`src/design/lmi_ad_pkg.sv`:
```
// ----------------------------------------------------------------------------
// lmi_ad_pkg
// Shared types and constants of the Annex D LMI frame parser.
// ----------------------------------------------------------------------------
`default_nettype none

package lmi_ad_pkg;

  // Header and element codes
  localparam logic [7:0] PROT_DISC     = 8'h08;
  localparam logic [7:0] CALL_REF      = 8'h00;
  localparam logic [7:0] LOCK_SHIFT    = 8'h95;
  localparam logic [7:0] MT_ENQUIRY    = 8'h75;
  localparam logic [7:0] MT_STATUS     = 8'h7D;
  localparam logic [7:0] IE_REPORT     = 8'h01;
  localparam logic [7:0] IE_LINK       = 8'h03;
  localparam logic [7:0] IE_PVC        = 8'h07;
  localparam logic [7:0] PVC_LEN_SHORT = 8'h03;
  localparam logic [7:0] PVC_LEN_LONG  = 8'h05;

  // Report types
  localparam logic [7:0] RT_LINK_ONLY  = 8'h01;
  localparam logic [7:0] RT_ASYNC      = 8'h02;
  localparam logic [7:0] RT_REPOLL     = 8'h04;

  // Verdict codes
  localparam logic [1:0] V_REJECT = 2'd0;
  localparam logic [1:0] V_REPLY  = 2'd1;
  localparam logic [1:0] V_NONE   = 2'd2;
  localparam logic [1:0] V_REPOLL = 2'd3;

  // Result kinds
  localparam logic KIND_PVC     = 1'b0;
  localparam logic KIND_VERDICT = 1'b1;

  // Configuration register indexes
  localparam logic [1:0] REG_OWN_SEND_SEQ = 2'd0;
  localparam logic [1:0] REG_LINK_DOWN    = 2'd1;
  localparam logic [1:0] REG_LAST_FULL    = 2'd2;

  // Result queue
  localparam int unsigned FIFO_DEPTH = 8;
  localparam int unsigned FIFO_AW    = $clog2(FIFO_DEPTH);

  typedef struct packed {
    logic [7:0] rx_byte;
    logic       end_of_frame;
  } in_word_t;

  typedef struct packed {
    logic        result_kind;
    logic [22:0] pvc_dlci;
    logic [7:0]  pvc_status;
    logic        pvc_active;
    logic        out_of_order;
    logic [1:0]  verdict;
    logic        seq_accepted;
    logic        loopback_suspect;
    logic [7:0]  peer_send_seq;
    logic [7:0]  peer_recv_seq;
    logic [7:0]  rpt_type;
    logic        last_of_run;
  } out_word_t;

  typedef struct packed {
    logic [7:0] own_send_seq;
    logic       link_down;
    logic       last_poll_was_full;
  } cfg_t;

  // Up to two results per byte: a PVC report, then the verdict
  typedef struct packed {
    logic      pvc_valid;
    out_word_t pvc_word;
    logic      vd_valid;
    out_word_t vd_word;
  } push_t;

endpackage

`default_nettype wire

```
`src/design/lmi_ad_parser.sv`:
```
// ----------------------------------------------------------------------------
// lmi_ad_parser
// Input register and per-byte frame parse; builds PVC reports and verdicts.
// ----------------------------------------------------------------------------
`default_nettype none

module lmi_ad_parser (
  input  wire logic               clk,
  input  wire logic               rst_n,
  input  wire logic               in_fire,
  input  wire lmi_ad_pkg::in_word_t in_word,
  input  wire lmi_ad_pkg::cfg_t   cfg,
  output logic                    busy,
  output lmi_ad_pkg::push_t       push
);
  import lmi_ad_pkg::*;

  localparam logic [2:0] PH_PD    = 3'd0;
  localparam logic [2:0] PH_CR    = 3'd1;
  localparam logic [2:0] PH_MT    = 3'd2;
  localparam logic [2:0] PH_SHIFT = 3'd3;
  localparam logic [2:0] PH_ID    = 3'd4;
  localparam logic [2:0] PH_LEN   = 3'd5;
  localparam logic [2:0] PH_VAL   = 3'd6;
  localparam logic [2:0] PH_SKIP  = 3'd7;

  logic        s1_valid_r;
  in_word_t    s1_word_r;

  logic [2:0]  byte_count_r, byte_count_nxt;
  logic [2:0]  phase_r, phase_nxt;
  logic [7:0]  mtype_r, mtype_nxt;
  logic [7:0]  elem_id_r, elem_id_nxt;
  logic [7:0]  elem_len_r, elem_len_nxt;
  logic [7:0]  elem_off_r, elem_off_nxt;
  logic [7:0]  val_r [4];
  logic [7:0]  send_seq_r, send_seq_nxt;
  logic [7:0]  recv_seq_r, recv_seq_nxt;
  logic [22:0] largest_r, largest_nxt;
  logic        hdr_bad_r, hdr_bad_nxt;
  logic [7:0]  rpt_type_r, rpt_type_nxt;

  logic [7:0]  b;
  logic [7:0]  off_inc;
  logic        val_we;
  logic [22:0] dlci;
  logic        pvc_hit;
  logic        seq_ok;

  // Stage 1: the accepted word
  always_ff @(posedge clk) begin
    if (!rst_n) begin
      s1_valid_r <= 1'b0;
    end else begin
      s1_valid_r <= in_fire;
    end
    if (in_fire) begin
      s1_word_r <= in_word;
    end
  end

  assign busy = s1_valid_r;
  assign b    = s1_word_r.rx_byte;
  assign off_inc = elem_off_r + 8'd1;

  always_comb begin
    byte_count_nxt = (byte_count_r < 3'd4) ? byte_count_r + 3'd1 : byte_count_r;
    phase_nxt      = phase_r;
    mtype_nxt      = mtype_r;
    elem_id_nxt    = elem_id_r;
    elem_len_nxt   = elem_len_r;
    elem_off_nxt   = elem_off_r;
    send_seq_nxt   = send_seq_r;
    recv_seq_nxt   = recv_seq_r;
    largest_nxt    = largest_r;
    hdr_bad_nxt    = hdr_bad_r;
    rpt_type_nxt   = rpt_type_r;
    val_we         = 1'b0;
    pvc_hit        = 1'b0;
    dlci           = '0;

    unique case (phase_r)
      PH_PD: begin
        if (b != PROT_DISC) begin
          hdr_bad_nxt = 1'b1;
          phase_nxt   = PH_SKIP;
        end else begin
          phase_nxt = PH_CR;
        end
      end
      PH_CR: begin
        if (b != CALL_REF) begin
          hdr_bad_nxt = 1'b1;
          phase_nxt   = PH_SKIP;
        end else begin
          phase_nxt = PH_MT;
        end
      end
      PH_MT: begin
        mtype_nxt = b;
        phase_nxt = PH_SHIFT;
      end
      PH_SHIFT: begin
        if (b == LOCK_SHIFT) begin
          phase_nxt = PH_ID;
        end else begin
          elem_id_nxt = b;
          phase_nxt   = PH_LEN;
        end
      end
      PH_ID: begin
        elem_id_nxt = b;
        phase_nxt   = PH_LEN;
      end
      PH_LEN: begin
        elem_len_nxt = b;
        elem_off_nxt = '0;
        phase_nxt    = (b == 8'd0) ? PH_ID : PH_VAL;
      end
      PH_VAL: begin
        val_we = (elem_off_r < 8'd4);
        if (elem_id_r == IE_REPORT && elem_off_r == 8'd0) begin
          rpt_type_nxt = b;
        end else if (elem_id_r == IE_LINK && elem_off_r == 8'd1) begin
          send_seq_nxt = val_r[0];
          recv_seq_nxt = b;
        end else if (elem_id_r == IE_PVC) begin
          // DLCI bits sit under masks 0x3F / 0x78 / 0x7F / 0x7E of the octets
          if (elem_len_r == PVC_LEN_SHORT && elem_off_r == 8'd2) begin
            pvc_hit = 1'b1;
            dlci    = {13'd0, val_r[0][5:0], val_r[1][6:3]};
          end else if (elem_len_r == PVC_LEN_LONG && elem_off_r == 8'd4) begin
            pvc_hit = 1'b1;
            dlci    = {val_r[0][5:0], val_r[1][6:3], val_r[2][6:0], val_r[3][6:1]};
          end
        end
        if (pvc_hit && dlci > largest_r) begin
          largest_nxt = dlci;
        end
        elem_off_nxt = off_inc;
        if (off_inc >= elem_len_r) begin
          phase_nxt = PH_ID;
        end
      end
      PH_SKIP: begin
      end
      default: begin
      end
    endcase
  end

  // Verdict, taken on the state as updated by the final byte
  assign seq_ok = (recv_seq_nxt == cfg.own_send_seq) ||
                  (cfg.link_down && recv_seq_nxt == 8'd0);

  always_comb begin
    push = '0;
    push.pvc_valid                  = s1_valid_r && pvc_hit;
    push.pvc_word.result_kind       = KIND_PVC;
    push.pvc_word.pvc_dlci          = dlci;
    push.pvc_word.pvc_status        = b;
    push.pvc_word.pvc_active        = b[1];
    push.pvc_word.out_of_order      = (largest_r != 23'd0) && (dlci <= largest_r);
    push.pvc_word.last_of_run       = !s1_word_r.end_of_frame;

    push.vd_valid                   = s1_valid_r && s1_word_r.end_of_frame;
    push.vd_word.result_kind        = KIND_VERDICT;
    push.vd_word.verdict            = V_REJECT;
    push.vd_word.peer_send_seq      = send_seq_nxt;
    push.vd_word.peer_recv_seq      = recv_seq_nxt;
    push.vd_word.rpt_type           = rpt_type_nxt;
    push.vd_word.last_of_run        = 1'b1;
    if (byte_count_nxt >= 3'd4 && !hdr_bad_nxt) begin
      if (mtype_nxt == MT_ENQUIRY) begin
        push.vd_word.verdict = V_REPLY;
      end else if (mtype_nxt == MT_STATUS) begin
        push.vd_word.verdict = V_NONE;
        if (rpt_type_nxt != RT_ASYNC &&
            !(cfg.last_poll_was_full && rpt_type_nxt == RT_LINK_ONLY) && seq_ok) begin
          push.vd_word.seq_accepted     = 1'b1;
          push.vd_word.loopback_suspect = (send_seq_nxt != 8'd0) &&
                                          (send_seq_nxt == cfg.own_send_seq);
          if (rpt_type_nxt == RT_REPOLL) begin
            push.vd_word.verdict = V_REPOLL;
          end
        end
      end
    end
  end

  always_ff @(posedge clk) begin
    if (!rst_n) begin
      byte_count_r <= '0;
      phase_r      <= PH_PD;
      mtype_r      <= '0;
      elem_id_r    <= '0;
      elem_len_r   <= '0;
      elem_off_r   <= '0;
      send_seq_r   <= '0;
      recv_seq_r   <= '0;
      largest_r    <= '0;
      hdr_bad_r    <= 1'b0;
      rpt_type_r   <= '0;
    end else if (s1_valid_r) begin
      rpt_type_r <= rpt_type_nxt;
      if (s1_word_r.end_of_frame) begin
        byte_count_r <= '0;
        phase_r      <= PH_PD;
        mtype_r      <= '0;
        elem_id_r    <= '0;
        elem_len_r   <= '0;
        elem_off_r   <= '0;
        send_seq_r   <= '0;
        recv_seq_r   <= '0;
        largest_r    <= '0;
        hdr_bad_r    <= 1'b0;
      end else begin
        byte_count_r <= byte_count_nxt;
        phase_r      <= phase_nxt;
        mtype_r      <= mtype_nxt;
        elem_id_r    <= elem_id_nxt;
        elem_len_r   <= elem_len_nxt;
        elem_off_r   <= elem_off_nxt;
        send_seq_r   <= send_seq_nxt;
        recv_seq_r   <= recv_seq_nxt;
        largest_r    <= largest_nxt;
        hdr_bad_r    <= hdr_bad_nxt;
      end
    end
  end

  // Element value bytes; only the first four are ever read back
  always_ff @(posedge clk) begin
    if (s1_valid_r && val_we) begin
      val_r[elem_off_r[1:0]] <= b;
    end
  end

endmodule

`default_nettype wire

```
`src/design/lmi_ad_fifo.sv`:
```
// ----------------------------------------------------------------------------
// lmi_ad_fifo
// Result queue; takes up to two words per cycle, gives one per cycle while out_ready is high.
// ----------------------------------------------------------------------------
`default_nettype none

module lmi_ad_fifo (
  input  wire logic                 clk,
  input  wire logic                 rst_n,
  input  wire lmi_ad_pkg::push_t    push,
  output logic                      out_valid,
  input  wire logic                 out_ready,
  output lmi_ad_pkg::out_word_t     out_data,
  output logic [lmi_ad_pkg::FIFO_AW:0] count
);
  import lmi_ad_pkg::*;

  out_word_t          mem_r [FIFO_DEPTH];
  logic [FIFO_AW-1:0] wr_ptr_r, rd_ptr_r;
  logic [FIFO_AW:0]   count_r;

  logic               first_v, second_v, pop;
  out_word_t          first_word;
  logic [FIFO_AW:0]   n_push;

  assign first_v    = push.pvc_valid || push.vd_valid;
  assign second_v   = push.pvc_valid && push.vd_valid;
  assign first_word = push.pvc_valid ? push.pvc_word : push.vd_word;
  assign n_push     = (FIFO_AW+1)'(first_v) + (FIFO_AW+1)'(second_v);
  assign pop        = out_valid && out_ready;

  always_ff @(posedge clk) begin
    if (first_v) begin
      mem_r[wr_ptr_r] <= first_word;
    end
    if (second_v) begin
      mem_r[wr_ptr_r + FIFO_AW'(1)] <= push.vd_word;
    end
  end

  always_ff @(posedge clk) begin
    if (!rst_n) begin
      wr_ptr_r <= '0;
      rd_ptr_r <= '0;
      count_r  <= '0;
    end else begin
      wr_ptr_r <= wr_ptr_r + n_push[FIFO_AW-1:0];
      if (pop) begin
        rd_ptr_r <= rd_ptr_r + FIFO_AW'(1);
      end
      count_r <= count_r + n_push - (FIFO_AW+1)'(pop);
    end
  end

  assign out_valid = (count_r != '0);
  assign out_data  = mem_r[rd_ptr_r];
  assign count     = count_r;

endmodule

`default_nettype wire

```
`src/design/lmi_annex_d_frame_parser.sv`:
```
// ----------------------------------------------------------------------------
// lmi_annex_d_frame_parser
// Frame relay LMI (Annex D) receive parser, one frame byte per word.
//
// Input words carry one frame byte from the protocol discriminator on, with
// end_of_frame on the final byte. Each byte gives zero, one or two result
// words: a PVC status report when a PVC element completes, and the frame
// verdict on the final byte (the report first when both occur).
// Path: a byte is held in the input register, then the parse logic writes
// its result words into the result queue, from which the output port reads.
// Throughput: one byte per cycle while each byte yields at most one result
// and the receiver keeps up; the output port drains one word per cycle, so
// a byte with two results costs the receiver one extra word to drain.
// in_ready is low in reset and otherwise high while the queue fill plus two
// words for a byte in the input register is at most four of the eight queue
// words, so a stalled receiver fills the queue and then holds off the
// sender; nothing is dropped.
// Reset clears the parse state, report type and queue and sets the
// configuration to own_send_seq 0, link_down 1, last_poll_was_full 0.
// Configuration must be written only while the block is idle; the block itself does not enforce this.
// ----------------------------------------------------------------------------
`default_nettype none

module lmi_annex_d_frame_parser (
  input  wire logic                  clk,
  input  wire logic                  rst_n,
  input  wire logic                  in_valid,
  output logic                       in_ready,
  input  wire lmi_ad_pkg::in_word_t  in_data,
  output logic                       out_valid,
  input  wire logic                  out_ready,
  output lmi_ad_pkg::out_word_t      out_data,
  input  wire logic                  cfg_we,
  input  wire logic [1:0]            cfg_index,
  input  wire logic [7:0]            cfg_data
);
  import lmi_ad_pkg::*;

  cfg_t             cfg_r;
  logic             in_fire;
  logic             busy;
  push_t            push;
  logic [FIFO_AW:0] fifo_count;
  logic [FIFO_AW:0] committed;

  always_ff @(posedge clk) begin
    if (!rst_n) begin
      cfg_r.own_send_seq       <= 8'd0;
      cfg_r.link_down          <= 1'b1;
      cfg_r.last_poll_was_full <= 1'b0;
    end else if (cfg_we) begin
      unique case (cfg_index)
        REG_OWN_SEND_SEQ: cfg_r.own_send_seq       <= cfg_data;
        REG_LINK_DOWN:    cfg_r.link_down          <= cfg_data[0];
        REG_LAST_FULL:    cfg_r.last_poll_was_full <= cfg_data[0];
        default: begin
        end
      endcase
    end
  end

  // Words already promised to the queue: its fill plus two for the byte in flight
  assign committed = fifo_count + (busy ? (FIFO_AW+1)'(2) : '0);
  assign in_ready  = rst_n && (committed <= (FIFO_AW+1)'(FIFO_DEPTH - 4));
  assign in_fire   = in_valid && in_ready;

  lmi_ad_parser u_parser (
    .clk     (clk),
    .rst_n   (rst_n),
    .in_fire (in_fire),
    .in_word (in_data),
    .cfg     (cfg_r),
    .busy    (busy),
    .push    (push)
  );

  lmi_ad_fifo u_fifo (
    .clk       (clk),
    .rst_n     (rst_n),
    .push      (push),
    .out_valid (out_valid),
    .out_ready (out_ready),
    .out_data  (out_data),
    .count     (fifo_count)
  );

  a_no_overflow: assert property (@(posedge clk) disable iff (!rst_n)
    fifo_count <= (FIFO_AW+1)'(FIFO_DEPTH))
    else $error("result queue overflow");

  a_pvc_only_with_word: assert property (@(posedge clk) disable iff (!rst_n)
    push.pvc_valid |-> $past(in_fire))
    else $error("PVC report without an accepted byte");

  a_pvc_fields_clear: assert property (@(posedge clk) disable iff (!rst_n)
    out_valid && out_data.result_kind == KIND_PVC |->
      out_data.verdict == V_REJECT && !out_data.seq_accepted &&
      out_data.rpt_type == 8'd0)
    else $error("PVC report carries verdict fields");

  a_accept_implies_status: assert property (@(posedge clk) disable iff (!rst_n)
    out_valid && out_data.seq_accepted |->
      out_data.verdict == V_NONE || out_data.verdict == V_REPOLL)
    else $error("accepted sequence with wrong verdict");

endmodule

`default_nettype wire

```
`config.mk`:
```
export PLATFORM = sky130hd
export DESIGN_NAME = lmi_annex_d_frame_parser
export DESIGN_NICKNAME = d
export VERILOG_FILES = /design/src/design/lmi_ad_pkg.sv /design/src/design/lmi_ad_parser.sv /design/src/design/lmi_ad_fifo.sv /design/src/design/lmi_annex_d_frame_parser.sv
export SDC_FILE = /design/constraint.sdc
export NUM_CORES = 1
export LEC_CHECK = 0
export BUFFER_PORTS_ARGS = -buffer_cell sky130_fd_sc_hd__buf_2
export CELL_PAD_IN_SITES_DETAIL_PLACEMENT = 1
export CELL_PAD_IN_SITES_GLOBAL_PLACEMENT = 1
export CORE_ASPECT_RATIO = 0.9
export CORE_MARGIN = 3
export CORE_UTILIZATION = 58
export DETAILED_ROUTE_END_ITERATION = 10
export HOLD_SLACK_MARGIN = 0.15
export PLACE_DENSITY_LB_ADDON = 0.1
export SLEW_MARGIN = 20
export SYNTH_ARGS = -nofsm -noshare
export SYNTH_HDL_FRONTEND = slang
export SYNTH_HIERARCHICAL = 1
export SYNTH_SLANG_ARGS = --single-unit
```
`constraint.sdc`:
```
create_clock -name clk -period 19.41 [get_ports clk]
set_input_delay 3.882 -clock clk [delete_from_list [all_inputs] [get_ports clk]]
set_output_delay 3.882 -clock clk [all_outputs]
set_load 0.005 [all_outputs]
```
* After elaboration in Yosys (flattened, before gate mapping)
Memory sizes are Yosys's and may differ from the RTL's. A register that Yosys moved wholly into a read port is not among the register bits. Cells that the tools add are included.
Operators by class: add/sub/neg operators 9, $lt $le $gt $ge 7, equality and inequality tests 27, mux-type cells 66, reductions and logical operators 47
Operators by type and width (count):
- 23-bit two-way mux | 10
- 8-bit two-way mux | 17
- 63-bit two-way mux | 1
- 8-bit by 3-bit == test with 1-bit output, second input constant | 4
- 8-bit case mux with 2 select lines | 2
- 3-bit two-way mux | 9
- 8-bit by 1-bit == test with 1-bit output, second input constant | 3
- 8-bit by 2-bit == test with 1-bit output, second input constant | 3
- 8-bit zero test | 3
- 8-bit nonzero test | 3
- 23-bit > comparator | 1
- 23-bit less-or-equal comparator | 1
- 23-bit nonzero test | 1
- 3-bit case mux with 7 select lines | 1
- 1-bit logical AND | 19
- 1-bit two-way mux | 19
- 8-bit by 7-bit == test with 1-bit output, second input constant | 2
- 8-bit == test | 2
- 2-bit AND reduction | 5
- 3-bit by 1-bit adder with 3-bit output, second input constant | 3
- 3-bit == test, second input constant | 3
- 3-bit AND reduction | 3
- 8-bit by 1-bit adder with 8-bit output, second input constant | 1
- 8-bit == test, second input constant | 1
- 28 further kinds | 39
Word-level totals: bits in registers 116, memory bits (writable) 536, logic and storage cells 178, memories 2
Memories:
- u_fifo.mem_r | words 8, bits a word 63, rd ports 1, clocked after Yosys merged registers in 1, wr ports 2, RTL line lmi_ad_fifo.sv:18 | out_word_t mem_r [FIFO_DEPTH];
- u_parser.val_r | words 4, bits a word 8, rd ports 4, clocked after Yosys merged registers in 0, wr ports 1, RTL line lmi_ad_parser.sv:36 | logic [7:0] val_r [4];

* Logic depth before layout (Yosys ltp)
depth in word-level cells 14, mapped depth 20

* Cells and area by module
Netlist, hierarchy kept.
By module, submodules not included:
- lmi_ad_fifo | instances 1, cells an instance 1447, area an instance 26384.1 µm²
- lmi_ad_parser | instances 1, cells an instance 936, area an instance 8310.5 µm²
- lmi_annex_d_frame_parser | instances 1, cells an instance 51, area an instance 479.2 µm²

* Worst setup path before layout
No wires, ideal clock.
path kind flip-flop to flip-flop, start reg u_parser.elem_off_r[4], end mem u_fifo/mem_r[2][0] (netlist bit) (enable), setup time 581 ps, arrival time 7923 ps, slack 10906 ps, cell stages (with the launch flop) 14, buffers on the path 4, period minus slack after synthesis 8504 ps, path through dfxtp_1 -> or4_4 -> nor4_2 -> nand4_1 -> or2_1 -> clkbuf_1 -> clkbuf_1 -> nor2_1 -> clkbuf_1 -> buf_2 -> inv_1 -> ha_1 -> nand2b_1 -> o32ai_1
RTL lines:
- start: declaration | RTL line lmi_ad_parser.sv:35 | logic [7:0] elem_off_r, elem_off_nxt;
- start signal: assignment | RTL line lmi_ad_parser.sv:223 | elem_off_r <= elem_off_nxt;
- end: declaration | RTL line lmi_ad_fifo.sv:18

* Worst setup path in the final report
start in rst_n, end out in_ready
On the way: cells in the longest elaborated chain, start to end 1
RTL lines:
- start: declaration | RTL line lmi_annex_d_frame_parser.sv:26 | input wire logic rst_n,
- 1-bit logical AND | RTL line lmi_annex_d_frame_parser.sv:64 | assign in_ready = rst_n && (committed <= (FIFO_AW+1)'(FIFO_DEPTH - 4));
- end: declaration | RTL line lmi_annex_d_frame_parser.sv:28 | output logic in_ready,
Every way passes these cells.

==> reports/qor.yml <==
grt:
  track_usage_pct: 30.72
  grt_first_pass_wirelength_um: 147100
  grt_max_degree: 98
  antenna_found_initial: 1
  overflow: 0
  grt_pass1_vias: 23440
cts:
  cts_inserted_buffers: 71
  ctsLongestPathBuffers: 3
  cts.sinks: 648
  clk_latency_ps: 620
  post-cts-setup-buffer-count: 0
  cts_max_level: 3
  clk_pin_slew_ps: 60
  holdBufCountCts: 0
  root_buffer: "clkbuf_16"
  cts_tree: "built"
  cts_resized: 0
logic_synthesis:
  yosys_register_bits: 648
  syn_area_um2: 35170
  synthTopCellsByCount: "642 x mux2_2, 538 x edfxtp_1, 126 x mux4_2"
  yosys_warnings: 6
  ys_seq_area_share_pct: 52.19
  ys_top_cells_by_area: "edfxtp_1 46%, mux2_2 21%, mux4_2 8.1%, dfxtp_1 6.3%, ha_1 2.6%"
  synth_top_cell_area_share_pct: 45.93
  async_reset_ff_share_pct: 0
  synthDistinctLibCells: 80
  ys.flop_type: "edfxtp_1"
  synth_most_common_cell: "mux2_2"
  syn_inst: 2434
  avgSynthCellArea_um2: 14.45
  yosys.area.top_type: "edfxtp_1"
  synth_edf_count: 538
sta:
  slew_violations: 0
  period_needed_ps: 8973
  fin_crit_sh_pct: 46.23
  setup_violations: 0
  finalWorstSetupSlack_ps: 10440
  max_clock_freq_mhz: 111.4
  tightest_slew_ps: 1166
  setup-tns-final_ps: 0
  maxSlewHeadroom_pct: 22.28
  rsz0062_at_grt: "false"
  final_hold_viol_count: 0
  finClkSkew_ps: 20.56
layout:
  seqCellArea_um2: 18370
  layout-drive-gt1-share_pct: 41.07
  stdcell_count: 3312
  multi_input_area_um2: 15710
  filler_cell_count: 5365
  syn2layout_area_growth_pct: 9.274
  final_nets: 2582
drt:
  vias_per_cell: 6.447
  met3_length_um: 4296
  highest_layer: "met4"
  drc: 0
  wl_met1_um: 40080
  routedWlPerCell_um: 29.26
  via_count: 21354
  drtIter0Drc: 1575
  wl_met2_um: 49880
  wl_um: 96900
  firstDrtPassIters: 7
  drtAntennaViolNets: 0
floorplan:
  rows: 84
  fp.dieW_um: 265.6
  core_area_um2: 59170
  die_height_um: 239.6
  die_area_um2: 63640
  start_util_pct: 59.44
  pin_count: 89
power_and_ir_drop:
  powerDensity_nw_per_um2: 87.62
  clock_power_share_pct: 41.0
  peakVddDrop_mv: 0.06805
  seqPwrFrac_pct: 45.9
  power.leakage_nw: 13.52
  power_w: 0.003368
  p_sw_share_pct: 24.03
  p_switching_w: 0.0008094
  combPwrFrac_pct: 13.1
  power.internal_w: 0.002558
worst_setup_path:
  critPathKind: "input port to output port"
  end_kind: "output port"
  reg2reg_setup_slack_ps: 13060
  start_kind: "input port"
  worstPathArrival_ps: 5090
  crit_required_ps: 15530
  path_max_fanout: 97
placed_design:
  placed_cells: 3184
  place_congestion: 0.8479
  hpwl_um: 56520
  dp_slack_ps: 10510
  portBuffers: 88
job:
  cap_violations: 0
hold_path:
  hp-class: "flop to flop"
outcome:
  status: "complete, no violations"
-- metal layers --
metal	GRT usage, %	up-vias
met3	3.934	155
met4	9.020	0
met2	54.87	549
met5	0	-
li1	-	9344
met1	39.53	11306
-- state kept, by name, indices dropped and copies added, names as in the netlist, named ones only --
name and flops:
cfg_r 10, u_fifo/count 4, u_fifo/mem_r 504, u_fifo/rd_ptr_r 3
u_fifo/wr_ptr_r 3, u_parser/b 8, u_parser/busy 1, u_parser/byte_count_r 3
u_parser/elem_id_r 8, u_parser/elem_len_r 8, u_parser/elem_off_r 8, u_parser/hdr_bad_r 1
u_parser/largest_r 23, u_parser/mtype_r 8, u_parser/phase_r 3, u_parser/recv_seq_r 8
u_parser/rpt_type_r 8, u_parser/s1_word_r 1, u_parser/send_seq_r 8, u_parser/val_r 25
-- kinds of logic after synthesis --
kind of cell,share of synthesized area [%]
DFF,52.19
adders and majority gates,2.675
other,0.02135
muxes,30.98
xor gates and xnor gates,0.9142
AOI/OAI and AO/OA,2.590
and+or+nand+nor,6.446
buffers and inverters,4.187
-- worst max-delay path, stage by stage --
cell	delay, ps
buf_2	70
buf_4	660
and3_1	280
buf_2	120
-- path summary, 6_finish.rpt --
check,from,to,cells past startpoint
worst max-delay path,rst_n,in_ready,4
worst min-delay path,u_parser/largest_r[15],u_parser/largest_r[15],2
worst max register to register,u_parser/elem_off_r[4],u_fifo/mem_r[5][8],10
worst min register to register,u_parser/largest_r[15],u_parser/largest_r[15],2
-- final cells by class --
cell class	count	area share, %
sequential	648	47.79
multi-input combinational	1564	40.88
clock buffer	91	5.010
tap	774	2.520
timing repair buffer	133	2.057
clock inverter	35	1.087
inverter	66	0.6446
antenna	1	0.006511
-- per-stage QoR --
stage / hold slack, ps / cell area, µm² / utilization, %
final: 479.7 / 38440 / 64.96
after detailed placement: 470.7 / 36070 / 60.96
after global routing: 507.3 / 38430 / 64.95
after floorplan: 433.5 / 35410 / -
after global placement: 459.6 / 36070 / 60.95
after CTS: 479.5 / 38410 / 64.92
-- power groups by stage --
| stage | logic [W] | clock network [W] | registers (W) |
|---|---|---|---|
| after global placement | 0.000426 | 0 | 0.00157 |
| after global routing | 0.000476 | 0.00146 | 0.00155 |
| after detailed placement | 0.000439 | 0 | 0.00157 |
| after floorplan | 0.000318 | 0 | 0.00156 |
| final | 0.000441 | 0.00138 | 0.00155 |
| after CTS | 0.000444 | 0.00140 | 0.00154 |
-- cell usage in the layout (no fill, tap or decap), drive strengths merged, types with 6 or more instances in the layout --
cell	n
a21boi	6
a21o	10
a21oi	19
a22oi	11
a31oi	18
and2	31
and3	19
buf	133
bufinv	9
clkbuf	91
clkinv	21
conb	64
dfxtp	110
edfxtp	538
ha	72
inv	67
mux2	648
mux2i	76
mux4	126
nand2	100
nand2b	12
nand3	16
nand4	18
nor2	50
nor2b	76
nor3	33
nor4	15
o21ai	29
o22ai	10
or4	7
xnor2	15
xor2	20
Power figures use the tool's default switching activity.
